`src/sv/indexed_min_heap_macros.svh`:
```
// ---------------------------------------------------------------------------
// Assertion macros for the indexed min-heap
// Same-cycle and next-cycle implications, clocked on clk_i, off in reset.
// ---------------------------------------------------------------------------
`ifndef INDEXED_MIN_HEAP_MACROS_SVH
`define INDEXED_MIN_HEAP_MACROS_SVH

// antecedent implies consequent in the same cycle
`define IMH_CHK_NOW(lbl, ante, cons, msg) \
  lbl: assert property (@(posedge clk_i) disable iff (!rst_ni) (ante) |-> (cons)) \
    else $error(msg);

// antecedent implies consequent in the next cycle
`define IMH_CHK_NEXT(lbl, ante, cons, msg) \
  lbl: assert property (@(posedge clk_i) disable iff (!rst_ni) (ante) |=> (cons)) \
    else $error(msg);

`endif

```
`src/sv/imh_ram.sv`:
```
// ---------------------------------------------------------------------------
// imh_ram
// Single write port, single read port RAM with registered read data.
// ---------------------------------------------------------------------------
module imh_ram #(
  parameter int unsigned WIDTH = 8,
  parameter int unsigned DEPTH = 16,
  localparam int unsigned AW   = $clog2(DEPTH)
) (
  input  logic             clk_i,
  input  logic             we_i,
  input  logic [AW-1:0]    waddr_i,
  input  logic [WIDTH-1:0] wdata_i,
  input  logic [AW-1:0]    raddr_i,
  output logic [WIDTH-1:0] rdata_o
);

  logic [WIDTH-1:0] mem [DEPTH];

  always_ff @(posedge clk_i) begin
    if (we_i) begin
      mem[waddr_i] <= wdata_i;
    end
    rdata_o <= mem[raddr_i];
  end

endmodule

```
`config.mk`:
```
export PLATFORM = sky130hd
export DESIGN_NAME = imh_ram
export DESIGN_NICKNAME = d
export VERILOG_FILES = /design/src/sv/indexed_min_heap_macros.svh /design/src/sv/imh_ram.sv
export SDC_FILE = /design/constraint.sdc
export NUM_CORES = 1
export LEC_CHECK = 0
export BUFFER_PORTS_ARGS = -buffer_cell sky130_fd_sc_hd__buf_2
export CAP_MARGIN = 5
export CORE_MARGIN = 5
export CORE_UTILIZATION = 34
export DETAILED_ROUTE_END_ITERATION = 6
export MAX_ROUTING_LAYER = met4
export PLACE_DENSITY = 0.48
export REMOVE_ABC_BUFFERS = 1
export SLEW_MARGIN = 25
export SYNTH_ARGS = -nofsm -noshare
export SYNTH_HDL_FRONTEND = slang
export SYNTH_SLANG_ARGS = --single-unit
```
`constraint.sdc`:
```
create_clock -name clk_i -period 3.8 [get_ports clk_i]
set_clock_uncertainty 0.05 [all_clocks]
set_input_delay 0.57 -clock clk_i [delete_from_list [all_inputs] [get_ports clk_i]]
set_output_delay 0.57 -clock clk_i [all_outputs]
set_load 0.05 [all_outputs]
```
==> results.sh, run 1 <==
export IMPL_syn_cell_area_mm2=0.005147
export IMPL_grt_pass1_wl_um=16040
export IMPL_synth_xor_area_share_pct=0
export IMPL_crit_fanout=8
export IMPL_worstSetupPathType="input port to register"
export IMPL_synthMuxAreaShare_pct=15.02
export IMPL_yosys_warnings=0
export IMPL_synth_top_family_by_area="multiplexers"
export IMPL_rsz0062_at_grt="no"
export IMPL_power_density_mw_per_mm2=568.5
export IMPL_cts_buffer_depth=2
export IMPL_wirelength_met1_um=5077
export IMPL_antenna_left=0
export IMPL_synthAdderAreaFrac_pct=0
export IMPL_postCtsSetupRepairBufs=0
export IMPL_power_frac_comb_pct=5.4
export IMPL_clk_pin_slew_worst_paths_ns=0.05
export IMPL_die_y_um=133.0
export IMPL_cp_required_ns=3.78
export IMPL_final_setup_tns_ns=0
export IMPL_dpl_hpwl_um=6423
export IMPL_netlist_cell_type_count=19
export IMPL_slew_headroom_pct=32.70
export IMPL_initial_core_util_pct=34.24
export IMPL_r2r_slack_ns=2.41
export IMPL_pin_count=26
export IMPL_top_layer="met4"
export IMPL_grt_max_degree=33
export IMPL_status="completed"
export IMPL_grt_usage_pct=13.11
export IMPL_power_share_clock_pct=45.4
export IMPL_syn_to_final_growth_pct=17.38
export IMPL_power_switching_mw=0.6776
export IMPL_final_nets=286
export IMPL_end_kind="register"
export IMPL_fp_coreArea_mm2=0.01503
export IMPL_tightest_slew_ns=1.006
export IMPL_cts_hold_repair_buffers=0
export IMPL_max_freq_mhz=542.6
export IMPL_yosys_area_share_simple_pct=3.184
export IMPL_p_leak_nw=1.999
export IMPL_root_buffer="clkbuf_16"
export IMPL_p_sw_share_pct=19.73
export IMPL_drtIter0Drc=184
export IMPL_route_vias_total=2328
export IMPL_cts_resized=0
export IMPL_ys_ff_latch=136
export IMPL_viasPerCell=4.964
export IMPL_peakVddDrop_mv=0.4180
export IMPL_wl_um=10320
export IMPL_yosysSeqAreaShare_pct=77.78
export IMPL_critPathLaunchType="input port"
export IMPL_numPortBuffers=25
export IMPL_hold_viol=0
export IMPL_hold_path_class="input port to register"
export IMPL_numCtsBuffers=17
export IMPL_die_x_um=133.0
export IMPL_drc=0
export IMPL_cts_tree="done"
export IMPL_diodes=0
export IMPL_power_frac_seq_pct=49.2
export IMPL_synth_compound_area_share_pct=2.333
export IMPL_place_ws_ns=1.523
export IMPL_critPathArrivalTime_ns=1.83
export IMPL_drive_gt1_share_pct=26.33
export IMPL_clkSinkCount=136
export IMPL_gp_congestion=0.7291
export IMPL_post_route_min_period_ns=1.843
export IMPL_report_final_setup_viol=0
export IMPL_fin_ws_ns=1.957
export IMPL_die_area_mm2=0.01770
export IMPL_drtPass1Iterations=4
export IMPL_grt_remaining_overflow=0
export IMPL_syn_avg_cell_area_um2=22.48
export IMPL_clock_latency_ns=0.41
export IMPL_ctsHtreeMaxLevel=4
export IMPL_drv_slew=0
export IMPL_antenna_found_initial=0
export IMPL_rows=45
export IMPL_syn_inst=229
export IMPL_intPower_mw=2.757
export IMPL_drv_cap=0
export IMPL_wl_met2_um=4625
export IMPL_timing_final_crit_share_pct=48.50
export IMPL_avgRoutedWirePerCell_um=21.99
export IMPL_first_global_vias=2544
export IMPL_routed_wl_met3_um=511
## stage by stage
step,total power [mW],cells,utilization (%),area (µm²),hold slack (ns)
CTS,3.473,469,40.16,6037,0.4887
global placement,1.907,437,36.40,5472,0.6268
floorplan,1.818,219,-,5061,0.5793
detailed placement,1.909,437,36.40,5472,0.6244
global route,3.565,469,40.19,6042,0.4965
finish,3.435,469,40.19,6042,0.5052
## power groups by stage
stage               Sequential, mW  Clock (mW)  Combinational, mW
finish                        1.69        1.56              0.185
global route                  1.69        1.67              0.201
CTS                           1.69        1.59              0.189
detailed placement            1.72           0              0.189
global placement              1.72           0              0.188
floorplan                     1.75           0             0.0672
## path summary, 6_finish.rpt
kind,start,to,cells after the start
min,wdata_i[3],mem[3][3]$_DFFE_PP_,1
max reg2reg,mem[0][0]$_DFFE_PP_,rdata_o[0]$_DFF_P_,3
min reg2reg,mem[6][4]$_DFFE_PP_,rdata_o[4]$_DFF_P_,3
max,waddr_i[2],mem[1][1]$_DFFE_PP_,3
## logic make-up after synthesis
kind of cell	after synthesis
flip-flops	136
AO/OA/AOI/OAI	16
AND/OR/NAND/NOR	35
multiplexers	32
buffers and inverters	10
## sequential cells by signal (all words and copies together), names as in the netlist
name	count
mem	128
rdata_o	8
## synth_stat cells
library cell | count | area (µm²)
edfxtp_1 | 128 | 3844
nand3_1 | 1 | 5.000
nor3_1 | 4 | 20.02
a22oi_1 | 16 | 120.1
buf_4 | 1 | 7.510
nand2b_1 | 2 | 12.51
mux4_2 | 18 | 405.4
mux4_1 | 14 | 367.9
or3b_2 | 1 | 8.760
clkdlybuf4s25_2 | 3 | 30.03
nand3b_1 | 2 | 15.01
nand2_1 | 9 | 33.78
nor2b_1 | 1 | 6.260
and2b_1 | 1 | 7.510
nor2_1 | 13 | 48.80
buf_6 | 3 | 33.78
dfxtp_1 | 8 | 160.2
buf_2 | 3 | 15.01
and2_1 | 1 | 6.260
## cells in the final DEF, fill, tap and decap left out, types with 2 or more instances in the layout
cell type    n
edfxtp_1   128
clkbuf_8     3
nand2_1      9
a22oi_1     16
nor3_1       4
nand3b_1     2
nand2b_1     2
clkbuf_1     8
nor2_1      11
buf_2       25
nor2_2       2
dfxtp_1      8
buf_4        4
bufinv_16    2
clkbuf_16   17
mux4_1      14
mux4_2      18
## critical path: stages
cell	delay, ns
buf_2	0.12
or3b_2	0.52
nor2_1	0.62
## area by class of cell
class,instances,area [µm²]
Tap cell,188,235.2
Clock buffer,28,496.7
Clock inverter,4,68.82
Sequential cell,136,4004
Fill cell,1321,8991
Timing Repair Buffer,30,175.2
Multi-Input combinational cell,83,1062
## metal layers
layer	GRT usage (%)	up-vias
li1	-	1051
met1	18.28	1215
met2	17.89	50
met3	4.829	12
met4	3.984	0
met5	-	-
Note: power is estimated with default switching activity, not from simulation.
==> run 2, diff against run 1 <==
--- a/config.mk
+++ b/config.mk
@@ -5,6 +5,7 @@
 export SDC_FILE = /design/constraint.sdc
 export NUM_CORES = 1
 export LEC_CHECK = 0
+export ABC_AREA = 1
 export BUFFER_PORTS_ARGS = -buffer_cell sky130_fd_sc_hd__buf_2
 export CAP_MARGIN = 5
 export CORE_MARGIN = 5
==> constraint.sdc (replaced) <==
create_clock -name clk_i -period 1.9 [get_ports clk_i]
set_clock_uncertainty 0.05 [all_clocks]
set_input_delay 0.285 -clock clk_i [delete_from_list [all_inputs] [get_ports clk_i]]
set_output_delay 0.285 -clock clk_i [all_outputs]
set_load 0.05 [all_outputs]
==> run 2 against run 1 <==
Register-to-register slack lost 1.5 ns. Sequential share of layout area shrank 7.2 points. Count of clock-buffer cells in the layout shrank 9. Cell count grew 77%. Design area grew 12%. Sequential cell count is the same. First-iteration DRC count grew 73%. Total power grew 100%. Critical endpoint is now rdata_o[2]. Largest cell class unchanged. Largest power group unchanged. Highest routed layer unchanged.
==> results.sh, run 2 <==
export IMPL_drv_slew=0
export IMPL_max_freq_mhz=704.2
export IMPL_power_density_mw_per_mm2=1029
export IMPL_clk_pin_slew_worst_paths_ns=0.06
export IMPL_drtIter0Drc=319
export IMPL_grt_usage_pct=14.96
export IMPL_finalPower_mw=6.977
export IMPL_numCtsBuffers=17
export IMPL_synth_area_top_cells="edfxtp_1 (67%), nand2_1 (11%), nand3_1 (8.4%)"
export IMPL_die_x_um=140.2
export IMPL_synth_most_common_cell="nand2_1"
export IMPL_slowest_stage="dfxtp_1"
export IMPL_worstPathBufferInverterCount=1
export IMPL_whs_ns=0.2332
export IMPL_hold_viol=0
export IMPL_root_buffer="clkbuf_16"
export IMPL_critPathLaunchType="register"
export IMPL_crit_fanout=1
export IMPL_critPathArrivalTime_ns=1.09
export IMPL_synthArstFlopShare_pct=0
export IMPL_antenna_left=0
export IMPL_gp_congestion=0.8198
export IMPL_final_common_cell="nand2_1"
export IMPL_drv_cap=0
export IMPL_synthTopCellsByCount="nand2_1 (173), edfxtp_1 (128), inv_1 (100), nand3_1 (97), nor2_1 (17)"
export IMPL_antenna_found_initial=0
export IMPL_dp_cells=797
export IMPL_grt_max_degree=40
export IMPL_cp_slowest_stage_delay_ns=0.38
export IMPL_rows=47
export IMPL_cts_hold_repair_buffers=0
export IMPL_syn_to_final_growth_pct=17.53
export IMPL_crit_chain="buf_2"
export IMPL_syn_cell_area_mm2=0.005767
export IMPL_clkSinkCount=136
export IMPL_fp_coreArea_mm2=0.01658
export IMPL_report_final_setup_viol=0
export IMPL_timing_final_crit_share_pct=74.74
export IMPL_cts_buffer_depth=2
export IMPL_ctsHtreeMaxLevel=4
export IMPL_largest_reg_flops=128
export IMPL_worstReg2RegEnd="rdata_o[5]$_DFF_P_"
export IMPL_r2r_slack_ns=0.87
export IMPL_die_y_um=140.2
export IMPL_cts_resized=0
export IMPL_drtPass1Iterations=4
export IMPL_syn_inst=551
export IMPL_cp_required_ns=1.56
export IMPL_postLayoutCoreUtil_pct=40.87
export IMPL_worstHoldStart="wdata_i[2]"
export IMPL_wl_um=13660
export IMPL_first_global_vias=3751
export IMPL_grt_remaining_overflow=0
export IMPL_route_vias_total=3766
export IMPL_hold_path_class="input port to register"
export IMPL_reg_top3="mem x128, rdata_o x8"
export IMPL_grt_pass1_wl_um=21420
export IMPL_finalNonFillerCells=829
export IMPL_holdPathStages=1
export IMPL_dpl_hpwl_um=8719
export IMPL_ys_ff_latch=136
export IMPL_syn_avg_cell_area_um2=10.47
export IMPL_p_leak_nw=2.930
export IMPL_post_route_min_period_ns=1.420
export IMPL_yosys_warnings=0
export IMPL_status="completed"
export IMPL_crit_family="flip-flops"
export IMPL_slew_headroom_pct=55.48
export IMPL_die_area_mm2=0.01967
export IMPL_netlist_cell_type_count=12
export IMPL_worstReg2RegStart="mem[7][5]$_DFFE_PP_"
export IMPL_yosysSeqAreaShare_pct=69.43
export IMPL_avgRoutedWirePerCell_um=16.48
export IMPL_peakVddDrop_mv=0.6626
export IMPL_pin_count=26
export IMPL_initial_core_util_pct=34.77
export IMPL_worstSetupPathType="register to output pin"
export IMPL_tightest_slew_ns=0.6668
export IMPL_synth_edf_count=128
export IMPL_hold_path_end="mem[15][2]$_DFFE_PP_"
export IMPL_rsz0062_at_grt="no"
export IMPL_drc=0
export IMPL_numPortBuffers=25
export IMPL_largest_register="mem"
export IMPL_yosys_area_top_type_share_pct=66.65
export IMPL_postCtsSetupRepairBufs=0
export IMPL_cts_tree="done"
export IMPL_diodes=0
export IMPL_final_nets=614
export IMPL_final_setup_tns_ns=0
export IMPL_synth_top_cell_by_area="edfxtp_1"
export IMPL_viasPerCell=4.543
export IMPL_clock_latency_ns=0.42
export IMPL_end_kind="output pin"
export IMPL_drive_gt1_share_pct=13.46
export IMPL_worstRegToRegCells=6
export IMPL_synth_ff_type="edfxtp_1"
export IMPL_final_cell_mix="nand2_1 (173), edfxtp_1 (128), inv_1 (100)"
run 2: cell types whose count changed after synthesis, moves of 3 or more:
cell / before / now
a22oi_1: 16 / 0
buf_2: 3 / 13
buf_4: 1 / 4
buf_6: 3 / 6
clkdlybuf4s25_2: 3 / 0
inv_1: 0 / 100
mux4_1: 14 / 0
mux4_2: 18 / 0
nand2_1: 9 / 173
nand3_1: 1 / 97
nor2_1: 13 / 17
nor3_1: 4 / 0
run 2: metal layers:
layer / GRT usage, % / up-vias / wire (µm) / part of all wire (%)
li1: - / 1863 / - / -
met1: 20.36 / 1801 / 6594 / 48
met2: 22.53 / 92 / 6204 / 45
met3: 3.102 / 10 / 725 / 5.3
met4: 4.895 / 0 / 138 / 1.0
met5: - / - / 0 / 0
run 2: cell families after synthesis:
logic type             count (synthesis)  share of synthesized area, %
DFF                                  136                         69.43
and+or+nand+nor                      289                         21.05
buffers and inverters                126                         9.525
run 2: how the worst max path moves through the flow:
stage / from / to / slack, ns / cells after the start
after floorplan: raddr_i[0] / rdata_o[2]$_DFF_P_ / 0.58 / 6
after global placement: raddr_i[1] / rdata_o[5]$_DFF_P_ / 0.38 / 6
after detailed placement: raddr_i[1] / rdata_o[5]$_DFF_P_ / 0.38 / 6
after CTS: rdata_o[2]$_DFF_P_ / rdata_o[2] / 0.46 / 1
after global routing: rdata_o[2]$_DFF_P_ / rdata_o[2] / 0.43 / 1
final: rdata_o[2]$_DFF_P_ / rdata_o[2] / 0.48 / 1
run 2: power breakdown:
group          total, mW  switching, mW  internal, mW
Sequential          3.37         0.0204          3.35
Combinational      0.477          0.349         0.128
Clock               3.12           1.21          1.92
run 2: through the flow:
stage | setup WS, ns | instance area (µm²)
6_report | 0.4800 | 6778
5_1_grt | 0.4275 | 6778
4_1_cts | 0.4582 | 6778
3_5_place_dp | 0.3800 | 6213
3_3_place_gp | 0.3766 | 6213
2_1_floorplan | 0.5845 | 5600
run 2: cell type report:
class,count,area [µm²]
tap,220,275.3
clock buffer,19,432.9
timing repair buffer,50,337.8
inverter,102,382.9
sequential,136,4004
clock inverter,13,131.4
fill,1644,9806
multi-input combinational,289,1214
